**src/rtl/lms_adaptive_fir_defines.svh**
```systemverilog
// Assertion macros for the LMS adaptive FIR block.
`ifndef LMS_ADAPTIVE_FIR_DEFINES_SVH
`define LMS_ADAPTIVE_FIR_DEFINES_SVH
`ifndef SYNTHESIS
// same-cycle implication
`define LMSAF_ASSERT_IMP(lbl, ck, rn, a, c) \
    lbl: assert property (@(posedge ck) disable iff (!rn) (a) |-> (c)) \
        else $error("lmsaf: same-cycle check failed");
// next-cycle implication
`define LMSAF_ASSERT_NXT(lbl, ck, rn, a, c) \
    lbl: assert property (@(posedge ck) disable iff (!rn) (a) |=> (c)) \
        else $error("lmsaf: next-cycle check failed");
`else
`define LMSAF_ASSERT_IMP(lbl, ck, rn, a, c)
`define LMSAF_ASSERT_NXT(lbl, ck, rn, a, c)
`endif
`endif

```
**src/rtl/lmsaf_pkg.sv**
```systemverilog
package lmsaf_pkg;

    localparam int TAPS     = 10;
    localparam int TAP_IW   = (TAPS > 1) ? $clog2(TAPS) : 1;
    localparam int SAMPLE_W = 16;
    localparam int W_W      = 48;
    localparam int FRAC     = 40;
    localparam int STEP_W   = 32;

    localparam logic [STEP_W-1:0] STEP_RESET = 32'd7205759;

    // Sized for TAPS up to 128: |error| < 2^70 in Q40.
    localparam int ECH_W   = 24;                 // error magnitude chunk
    localparam int EMAG_W  = 3 * ECH_W;
    localparam int ERR_W   = EMAG_W + 1;
    localparam int E_W     = EMAG_W + STEP_W;    // |error| * step
    localparam int UCH_W   = (E_W + 2) / 3;      // chunk of that product
    localparam int E_REG_W = 3 * UCH_W;
    localparam int WCH_W   = W_W / 2;            // weight magnitude chunk
    localparam int MA_W    = UCH_W;
    localparam int MB_W    = STEP_W;
    localparam int P_W     = MA_W + MB_W;
    localparam int ACC_W   = E_W + SAMPLE_W;
    localparam int UPD_SH  = 56;
    localparam int D_W     = 62;
    localparam int NW_W    = 64;
    localparam int Q_W     = ERR_W - FRAC + 1;

    localparam logic signed [W_W-1:0] W_MAX = {1'b0, {(W_W-1){1'b1}}};
    localparam logic signed [W_W-1:0] W_MIN = {1'b1, {(W_W-1){1'b0}}};
    localparam logic signed [SAMPLE_W-1:0] S_MAX = {1'b0, {(SAMPLE_W-1){1'b1}}};
    localparam logic signed [SAMPLE_W-1:0] S_MIN = {1'b1, {(SAMPLE_W-1){1'b0}}};
    localparam logic signed [Q_W-1:0] Q_HI = Q_W'(32767);
    localparam logic signed [Q_W-1:0] Q_LO = Q_W'(-32768);

    typedef struct packed {
        logic signed [SAMPLE_W-1:0] sample_in;
        logic signed [SAMPLE_W-1:0] desired;
    } in_word_t;

    typedef struct packed {
        logic signed [SAMPLE_W-1:0] filter_out;
        logic signed [SAMPLE_W-1:0] error_out;
    } out_word_t;

    typedef enum logic [3:0] {
        MUL_NONE,
        MUL_W_LO,
        MUL_W_HI,
        MUL_E0,
        MUL_E1,
        MUL_E2,
        MUL_U0,
        MUL_U1,
        MUL_U2
    } mul_op_t;

    typedef enum logic [2:0] {
        JC_NEXT,
        JC_ALWAYS,
        JC_NO_IN,
        JC_MORE_TAPS,
        JC_OUT_BUSY
    } jump_cond_t;

    localparam int UPC_W = 5;
    typedef logic [UPC_W-1:0] upc_t;

    localparam upc_t UA_IDLE    = 5'd0;
    localparam upc_t UA_FLT_LO  = 5'd1;
    localparam upc_t UA_FLT_HI  = 5'd2;
    localparam upc_t UA_FLT_DRN = 5'd3;
    localparam upc_t UA_ERR     = 5'd4;
    localparam upc_t UA_OUT     = 5'd5;
    localparam upc_t UA_E0      = 5'd6;
    localparam upc_t UA_E1      = 5'd7;
    localparam upc_t UA_E2      = 5'd8;
    localparam upc_t UA_E_DRN   = 5'd9;
    localparam upc_t UA_E_LD    = 5'd10;
    localparam upc_t UA_U0      = 5'd11;
    localparam upc_t UA_U1      = 5'd12;
    localparam upc_t UA_U2      = 5'd13;
    localparam upc_t UA_U_DRN   = 5'd14;
    localparam upc_t UA_U_WR    = 5'd15;
    localparam upc_t UA_END     = 5'd16;

    typedef struct packed {
        logic       take_in;
        mul_op_t    mul_op;
        logic       acc_clr;
        logic       k_clr;
        logic       k_inc;
        logic       ld_err;
        logic       ld_out;
        logic       ld_emag;
        logic       ld_e;
        logic       wr_w;
        jump_cond_t jc;
        upc_t       target;
    } cw_t;

    typedef struct packed {
        logic in_valid;
        logic out_busy;
        logic more_taps;
    } seq_stat_t;

    typedef struct packed {
        logic out_busy;
        logic more_taps;
    } dp_stat_t;

    localparam cw_t CW_NOP = '{
        take_in: 1'b0, mul_op: MUL_NONE, acc_clr: 1'b0, k_clr: 1'b0, k_inc: 1'b0,
        ld_err: 1'b0, ld_out: 1'b0, ld_emag: 1'b0, ld_e: 1'b0, wr_w: 1'b0,
        jc: JC_NEXT, target: UA_IDLE
    };

    // Microprogram. A product issued in one step is accumulated in the next.
    function automatic cw_t ucode_rom(input upc_t addr);
        cw_t cw;
        cw = CW_NOP;
        unique case (addr)
            UA_IDLE: begin
                cw.take_in = 1'b1;
                cw.acc_clr = 1'b1;
                cw.k_clr   = 1'b1;
                cw.jc      = JC_NO_IN;
                cw.target  = UA_IDLE;
            end
            UA_FLT_LO: cw.mul_op = MUL_W_LO;
            UA_FLT_HI: begin
                cw.mul_op = MUL_W_HI;
                cw.k_inc  = 1'b1;
                cw.jc     = JC_MORE_TAPS;
                cw.target = UA_FLT_LO;
            end
            UA_FLT_DRN: cw = CW_NOP;
            UA_ERR:     cw.ld_err = 1'b1;
            UA_OUT: begin
                cw.ld_out  = 1'b1;
                cw.ld_emag = 1'b1;
                cw.acc_clr = 1'b1;
                cw.jc      = JC_OUT_BUSY;
                cw.target  = UA_OUT;
            end
            UA_E0:    cw.mul_op = MUL_E0;
            UA_E1:    cw.mul_op = MUL_E1;
            UA_E2:    cw.mul_op = MUL_E2;
            UA_E_DRN: cw = CW_NOP;
            UA_E_LD: begin
                cw.ld_e    = 1'b1;
                cw.acc_clr = 1'b1;
                cw.k_clr   = 1'b1;
            end
            UA_U0:    cw.mul_op = MUL_U0;
            UA_U1:    cw.mul_op = MUL_U1;
            UA_U2:    cw.mul_op = MUL_U2;
            UA_U_DRN: cw = CW_NOP;
            UA_U_WR: begin
                cw.wr_w    = 1'b1;
                cw.acc_clr = 1'b1;
                cw.k_inc   = 1'b1;
                cw.jc      = JC_MORE_TAPS;
                cw.target  = UA_U0;
            end
            UA_END: begin
                cw.jc     = JC_ALWAYS;
                cw.target = UA_IDLE;
            end
            default: begin
                cw.jc     = JC_ALWAYS;
                cw.target = UA_IDLE;
            end
        endcase
        return cw;
    endfunction

    // Q40 value, truncated toward zero, saturated to 16 bits.
    function automatic logic signed [SAMPLE_W-1:0] sat_q40(input logic [ERR_W-1:0] v);
        logic [Q_W-1:0]             q;
        logic                       rnd;
        logic signed [SAMPLE_W-1:0] r;
        rnd = v[ERR_W-1] & (|v[FRAC-1:0]);
        q   = {v[ERR_W-1], v[ERR_W-1:FRAC]} + Q_W'(rnd);
        if ($signed(q) > Q_HI) begin
            r = S_MAX;
        end
        else if ($signed(q) < Q_LO) begin
            r = S_MIN;
        end
        else begin
            r = q[SAMPLE_W-1:0];
        end
        return r;
    endfunction

endpackage

```
**src/rtl/lmsaf_useq.sv**
```systemverilog
module lmsaf_useq
    import lmsaf_pkg::*;
(
    input  logic      clk,
    input  logic      rst_n,
    input  seq_stat_t stat,
    output cw_t       cw
);

    upc_t upc_reg;
    upc_t upc_next;
    logic taken;

    always_comb begin
        cw = ucode_rom(upc_reg);
    end

    always_comb begin
        unique case (cw.jc)
            JC_NEXT:      taken = 1'b0;
            JC_ALWAYS:    taken = 1'b1;
            JC_NO_IN:     taken = ~stat.in_valid;
            JC_MORE_TAPS: taken = stat.more_taps;
            JC_OUT_BUSY:  taken = stat.out_busy;
            default:      taken = 1'b0;
        endcase
        upc_next = taken ? cw.target : UPC_W'(upc_reg + 1'b1);
    end

    always_ff @(posedge clk or negedge rst_n) begin
        if (!rst_n) begin
            upc_reg <= UA_IDLE;
        end
        else begin
            upc_reg <= upc_next;
        end
    end

endmodule

```
**config.mk**
```make
export PLATFORM = sky130hd
export DESIGN_NAME = lmsaf_useq
export DESIGN_NICKNAME = d
export VERILOG_FILES = /design/src/rtl/lms_adaptive_fir_defines.svh /design/src/rtl/lmsaf_pkg.sv /design/src/rtl/lmsaf_useq.sv
export SDC_FILE = /design/constraint.sdc
export NUM_CORES = 1
export LEC_CHECK = 0
export BUFFER_PORTS_ARGS = -buffer_cell sky130_fd_sc_hd__clkbuf_2
export CAP_MARGIN = 20
export CORE_MARGIN = 5
export CORE_UTILIZATION = 52
export CTS_CLUSTER_DIAMETER = 200
export CTS_CLUSTER_SIZE = 24
export DETAILED_ROUTE_END_ITERATION = 8
export GPL_TIMING_DRIVEN = 0
export PLACE_DENSITY_LB_ADDON = 0.1
export REMOVE_ABC_BUFFERS = 1
export SYNTH_ARGS = -nofsm -noshare
export SYNTH_HDL_FRONTEND = slang
export SYNTH_SLANG_ARGS = --single-unit
```
**constraint.sdc**
```tcl
create_clock -name clk -period 3.9 [get_ports clk]
set_input_delay 0.585 -clock clk [delete_from_list [all_inputs] [get_ports clk]]
set_output_delay 0.585 -clock clk [all_outputs]
set_load 0.02 [all_outputs]
```
* Word-level counts from Yosys, hierarchy flattened
Cells that the tools add are included.
Storage, ports and cells: bits in registers 5, input bits 5, output and inout bits 21, word-level logic and storage cells 39
Cells by class: add/subtract/negate cells 1, eq/ne operators 19, muxes and demuxes 12, bitwise logic cells 1, reductions and logical operators 5
Operators with widths (number):
- == test 5 x 4 -> 1 bit (second input constant) | 8
- case mux 8 bit (5 select lines) | 1
- case mux 4 bit (8 select lines) | 1
- == test 5 x 3 -> 1 bit (second input constant) | 4
- OR reduction 12 bit | 1
- == test 5 x 2 -> 1 bit (second input constant) | 2
- two-way mux 1 bit | 7
- == test 3 x 2 -> 1 bit (second input constant) | 2
- adder 5 x 1 -> 5 bit (second input constant) | 1
- == test 5 x 1 -> 1 bit (second input constant) | 1
- zero test 5 bit | 1
- two-way mux 5 bit | 1
- case mux 1 bit (4 select lines) | 1
- OR reduction 2 bit | 2
- OR reduction 4 bit | 1
- == test 3 x 1 -> 1 bit (second input constant) | 1
- == test 3 bit (second input constant) | 1
- two-way mux 2 bit | 1
- NOT 1 bit | 1

* Logic depth before layout (Yosys ltp)
Gate-level depths: netlist of the first run.
depth after elaboration 6, mapped depth 9, mapped depth without buffers 9

* Least setup slack after synthesis of the first run
OpenSTA, ideal clock, no wires.
path kind reg-to-output, start register upc_reg[0], end output port cw[5] (netlist bit), arrival 1815 ps, data required time 3315 ps, slack 1500 ps, cell stages (with the launch flop) 8, path buffers 0, cell sequence dfrtp_1 -> inv_1 -> ha_1 -> and2_2 -> o21a_2 -> a2111oi_4 -> and2_4 -> nand2b_1
RTL lines:
- start: declaration | line lmsaf_useq.sv:10 | upc_t upc_reg;
- start signal: assignment | line lmsaf_useq.sv:35 | upc_reg <= upc_next;
- end: declaration | line lmsaf_useq.sv:7 | output cw_t cw

==> impl_metrics.json, run 1 <==
{
  "slew_headroom": 0.645,
  "syn2layout_area_growth_pct": 14.2,
  "r2r-start": "upc_reg[2]",
  "path_cells": "inv_1 > ha_1 > and2_2 > o21a_2 > a2111oi_4 > and2_4 > nand2b_1 > clkbuf_2",
  "cpPeakStageDelay_ns": 0.41,
  "ys_ff_latch": 5,
  "slew_viol_final": 0,
  "cp_max_fo": 7,
  "die_w_um": 47.3,
  "via_per_inst": 5.46,
  "period_minus_slack_ns": 2.86,
  "period_share": 0.734,
  "synth_edf_count": 0,
  "required_ns": 3.31,
  "final_cell_mix": "24 x clkbuf_2, 7 x inv_1, 6 x nor3_1",
  "fin_tns_setup_ns": 0,
  "synth-seq-area-share": 0.173,
  "power.density_nw_per_um2": 941,
  "start_util": 0.555,
  "endpoint": "cw[5]",
  "tritoncts": "yes",
  "drtIter0Drc": 8,
  "worstSkewPairLatency_ns": 0.24,
  "fmax_mhz": 349,
  "path_clk_slew_ns": 0.04,
  "row_count": 13,
  "cts_resized": 0,
  "postSynth.topFlopCell": "dfrtp_1",
  "cts_root_buf": "clkbuf_4",
  "io_buffers": 24,
  "synth_area_per_cell_um2": 8.70,
  "worstSetupPathType": "flop to primary output",
  "htreeDepth": 1,
  "fin_util": 0.634,
  "vdd_drop_max_uv": 548,
  "hold_path.class": "input port to async pin",
  "routedWlPerCell_um": 13.8,
  "io_pins": 26,
  "clock_sinks": 5,
  "routabilityCongestion": 0.793,
  "grt_max_degree": 16,
  "antenna_found_initial": 0,
  "p_int_mw": 0.357,
  "cp_top_family": "simple AND/OR/NAND/NOR gates",
  "arrival_ns": 2.28,
  "diodes": 0,
  "rsz0062_at_grt": "no",
  "cp-end-kind": "primary output",
  "rrSetupSlack_ns": 1.53,
  "status": "complete, no violations",
  "drc": 0,
  "crit_start": "upc_reg[0]",
  "overflow": 0,
  "ys_types": 43,
  "worst_slack_ns": 1.04,
  "grt_pass1_wl_mm": 2.55,
  "synthCells": 83,
  "cts_hold_buf": 0,
  "routed_wl_mm": 1.61,
  "final_common_cell": "clkbuf_2",
  "cp_slowest_cell": "dfrtp_1",
  "power.share.switching": 0.539,
  "power.total_mw": 0.775,
  "crit_cells": 8,
  "fin_nets": 113,
  "clk_path_buf_depth": 2,
  "ant_nets": 0,
  "core_um2": 1300,
  "grt_pass1_vias": 610,
  "combPwrFrac": 0.783,
  "r2r_cells": 8,
  "leakage_nw": 0.422,
  "drv_cap": 0,
  "first_pass_iters": 4,
  "r2r-end": "upc_reg[1]",
  "pwr-share-clk": 0.076,
  "cts_setup_buffers": 0,
  "path_buf_inv": 2,
  "setup_viol": 0,
  "placedInstanceArea_um2": 798,
  "cts_buffers": 3,
  "detailedPlace.worstSlack_ns": 1.28,
  "hpwl_mm": 1.27,
  "switchingPower_mw": 0.418,
  "die_h_um": 47.3,
  "skew_ns": 0.00476,
  "vias": 639,
  "design_area_um2": 825,
  "start_kind": "flop",
  "synth-warning-count": 0,
  "drive_gt1_frac": 0.480,
  "netlist_area_um2": 722,
  "synth-async-reset-ratio": 1.00,
  "largest_reg_flops": 5,
  "grt_use_total": 0.161,
  "dieArea_um2": 2230,
  "power_frac_seq": 0.141,
  "finalHoldViolCount": 0,
  "worst_slew_pin_slew_ns": 0.532
}
## power by group through the flow
stage	registers [mW]	clock network, mW	logic (mW)
after floorplan	0.0999	0	0.467
after CTS	0.110	0.0629	0.612
after global placement	0.110	0	0.599
after detailed placement	0.112	0	0.609
after global routing	0.114	0.0674	0.660
final	0.110	0.0590	0.607
## cells in the mapped netlist, drive strengths merged (2+ instances only)
| cell type | count | area, um2 |
|---|---|---|
| nor2 | 3 | 13.8 |
| o21ai | 3 | 15.0 |
| nand2 | 5 | 18.8 |
| nor3 | 8 | 50.1 |
| inv | 10 | 37.5 |
| nand2b | 3 | 18.8 |
| nor2b | 2 | 12.5 |
| dfrtp | 5 | 125 |
| nand3 | 2 | 10.0 |
| a31oi | 2 | 12.5 |
| buf | 8 | 58.8 |
| ha | 5 | 62.6 |
| a211oi | 2 | 25.0 |
| mux2 | 2 | 22.5 |
| and2 | 2 | 16.3 |
| a21oi | 2 | 13.8 |
| o22ai | 2 | 18.8 |
## worst min-delay path by stage
stage	start	slack, ns	cells past startpoint	endpoint
floorplan	rst_n	0.29	0	upc_reg[0]
global placement	rst_n	0.40	1	upc_reg[2]
detailed placement	rst_n	0.40	1	upc_reg[3]
CTS	rst_n	0.14	1	upc_reg[3]
global route	rst_n	0.14	1	upc_reg[3]
finish	rst_n	0.15	1	upc_reg[3]
## cell type report
cell class / instances / area, um2
Inverter: 10 / 37.5
Tap cell: 15 / 18.8
Fill cell: 128 / 477
Clock buffer: 4 / 26.3
Sequential cell: 5 / 125
Timing Repair Buffer: 24 / 120
Multi-Input combinational cell: 59 / 497
## cell families (layout without fill, tap and decap cells)
group | count (synthesis) | count (layout) | share of synthesized area
other | 1 | 1 | 0.00519
DFF | 5 | 5 | 0.173
muxes | 3 | 3 | 0.0451
buffers and inverters | 19 | 38 | 0.139
adders and majority gates | 5 | 5 | 0.0867
AOI/OAI and AO/OA | 18 | 18 | 0.246
xor gates and xnor gates | 2 | 2 | 0.0243
and+or+nand+nor | 30 | 30 | 0.281
## per-layer routing
layer | part of all wire | wire [um] | global-route usage | vias to the layer above
met4 | 0 | 0 | 0.0497 | 0
met3 | 0.050 | 80 | 0.0230 | 0
met5 | 0 | 0 | 0 | -
met1 | 0.44 | 709 | 0.196 | 298
li1 | - | - | - | 322
met2 | 0.51 | 821 | 0.289 | 19
## metrics by stage
stage | instances | hold slack [ns]
2_1_floorplan | 74 | 0.289
3_3_place_gp | 113 | 0.402
3_5_place_dp | 113 | 0.404
4_1_cts | 117 | 0.141
5_1_grt | 117 | 0.139
6_report | 117 | 0.149
No activity file was read; power rests on OpenSTA's default activity.
==> run 2, diff against run 1 <==
- ABC_AREA: not set -> 1
- CORE_UTILIZATION: 52 -> 47
- clock period: 3.9 -> 2.9 ns (I/O delays scaled with it)
==> impl_metrics.json, run 2 <==
{
  "cts_buffers": 3,
  "drv_cap": 0,
  "slew_viol_final": 0,
  "ys_ff_latch": 5,
  "top_usage_layer": "met2",
  "hold_path.class": "input port to flop",
  "worstSkewPairLatency_ns": 0.24,
  "clock_sinks": 5,
  "postSynth.topFlopCell": "dfrtp_1",
  "synth_top_area_share": 0.184,
  "synthCells": 97,
  "htreeDepth": 1,
  "clk_path_buf_depth": 2,
  "routed_wl_mm": 1.51,
  "routabilityCongestion": 0.825,
  "die_w_um": 48.0,
  "synthTopCellsByArea": "dfrtp_1 18%, nand2_1 11%, ha_1 9.2%",
  "dieArea_um2": 2310,
  "core_um2": 1330,
  "grt_max_degree": 7,
  "grt_pass1_vias": 613,
  "synth_edf_count": 0,
  "routedWlPerCell_um": 11.2,
  "final_cell_mix": "24 x clkbuf_2, 20 x nand2_1, 16 x inv_1",
  "cp_max_fo": 6,
  "skew_ns": 0.00762,
  "via_per_inst": 4.97,
  "setup_viol": 0,
  "power_frac_seq": 0.147,
  "vdd_drop_max_uv": 581,
  "worst_slack_ns": 0.342,
  "grt_use_total": 0.150,
  "ys_types": 21,
  "finalHoldViolCount": 0,
  "antenna_found_initial": 0,
  "period_minus_slack_ns": 2.56,
  "hpwl_mm": 1.27,
  "cp-end-kind": "primary output",
  "power.density_nw_per_um2": 967,
  "io_buffers": 24,
  "synth-seq-area-share": 0.184,
  "synth-async-reset-ratio": 1.00,
  "rsz0062_at_grt": "no",
  "met1_usage": 0.175,
  "required_ns": 2.47,
  "period_share": 0.882,
  "yosysTopAreaCell": "dfrtp_1",
  "drtIter0Drc": 15,
  "syn2layout_area_growth_pct": 19.7,
  "cts_root_buf": "clkbuf_4",
  "ant_nets": 0,
  "path_clk_slew_ns": 0.04,
  "tritoncts": "yes",
  "synthTopCellsByCount": "20 x nand2_1, 16 x inv_1, 7 x nand3_1",
  "met3_usage": 0.0602,
  "cp_top_family": "simple AND/OR/NAND/NOR gates",
  "synth_area_per_cell_um2": 7.00,
  "fin_tns_setup_ns": 0,
  "cts_setup_buffers": 0,
  "netlist_area_um2": 679,
  "drive_gt1_frac": 0.417,
  "largest_reg_flops": 5,
  "start_util": 0.509,
  "combPwrFrac": 0.752,
  "vias": 671,
  "final_common_cell": "clkbuf_2",
  "grt_util_met2": 0.259,
  "io_pins": 26,
  "die_h_um": 48.0,
  "cp_slowest_cell": "dfrtp_1",
  "worstSetupPathType": "flop to primary output",
  "status": "complete, no violations",
  "grt_pass1_wl_mm": 2.42,
  "path_buf_inv": 3,
  "detailedPlace.worstSlack_ns": 0.578,
  "arrival_ns": 2.12,
  "cpPeakStageDelay_ns": 0.43,
  "holdWs_ns": 0.539,
  "drc": 0,
  "path_cells": "ha_1 > inv_1 > nor2_1 > ha_1 > inv_1 > nand3_4 > nor2_2 > nand3_4 > nand3_1 > clkbuf_2",
  "first_pass_iters": 4,
  "pwr-share-clk": 0.100,
  "overflow": 0,
  "diodes": 0,
  "start_kind": "flop",
  "fmax_mhz": 391,
  "yosys.cell_count.top_type": "nand2_1",
  "p_int_mw": 0.332,
  "power.share.switching": 0.578,
  "synth-warning-count": 0,
  "row_count": 13,
  "switchingPower_mw": 0.454,
  "fin_nets": 131,
  "leakage_nw": 0.528
}
[run 2: changes by cell type after synthesis, moves of 3 or more]
cell,delta
inv_1,+9
nand2_1,+15
nand2_2,+5
nand2b_1,-3
nand3_1,+5
nand3_2,+3
nand4_1,+5
nor2_1,+3
nor2_2,+5
nor2_4,+4
nor3_1,-6
[run 2: layout make-up]
class	count	area, um2
multi-input cells	68	444
clock buffers	4	26.3
well taps	15	18.8
repair buffers	25	130
inverters	18	68.8
flip-flops and latches	5	125
fillers	150	520
[run 2: logic make-up (layout without fill, tap and decap cells)]
family,Yosys count,count (layout),share of synthesized area
compound gates,2,2,0.0147
xor+xnor,2,2,0.0258
fa+ha+maj,5,5,0.0921
buf+inv,24,47,0.162
flops,5,5,0.184
other cells,1,1,0.00552
simple gates,58,58,0.516
[run 2: final timing paths]
kind	startpoint	to	slack, ns	cells past startpoint
max	upc_reg[0]	cw[5]	0.34	10
min in group asynchronous	rst_n	upc_reg[3]	0.56	2
max in group asynchronous	rst_n	upc_reg[0]	2.19	2
min	stat[1]	upc_reg[2]	0.54	5
max reg2reg	upc_reg[0]	upc_reg[3]	0.98	12
min reg2reg	upc_reg[0]	upc_reg[0]	0.57	1
[run 2: through the flow]
stage               power (mW)  instance area, um2  cells   util
finish                   0.787                 813    135  0.610
floorplan                0.555                 638     91      -
CTS                      0.797                 813    135  0.610
detailed placement       0.713                 777    130  0.583
global route             0.864                 813    135  0.610
global placement         0.705                 777    130  0.583
[run 2: timing repair]
action | CTS | global route
gates resized for setup | 0 | 0
endpoints found under the hold margin | 3 | 0
setup endpoints to repair | 0 | 0
hold buffers | 1 | 0
[run 2: metal layers]
metal | up-vias | wire length [um]
li1 | 343 | -
met1 | 305 | 654
met2 | 23 | 744
met3 | 0 | 108
met4 | 0 | 0
met5 | - | 0
[run 2: worst reg2reg max path: cells and delay by family (launching register included)]
family | cells | cell delay, ns
adders and majority gates | 2 | 0.49
buffers and inverters | 2 | 0.29
DFF | 1 | 0.43
and+or+nand+nor | 8 | 0.59
[run 2: power by group through the flow]
stage	registers (mW)	clock network [mW]	logic [mW]
floorplan	0.108	0	0.447
global placement	0.115	0	0.590
detailed placement	0.117	0	0.596
CTS	0.116	0.0813	0.600
global route	0.119	0.0921	0.653
finish	0.116	0.0790	0.592
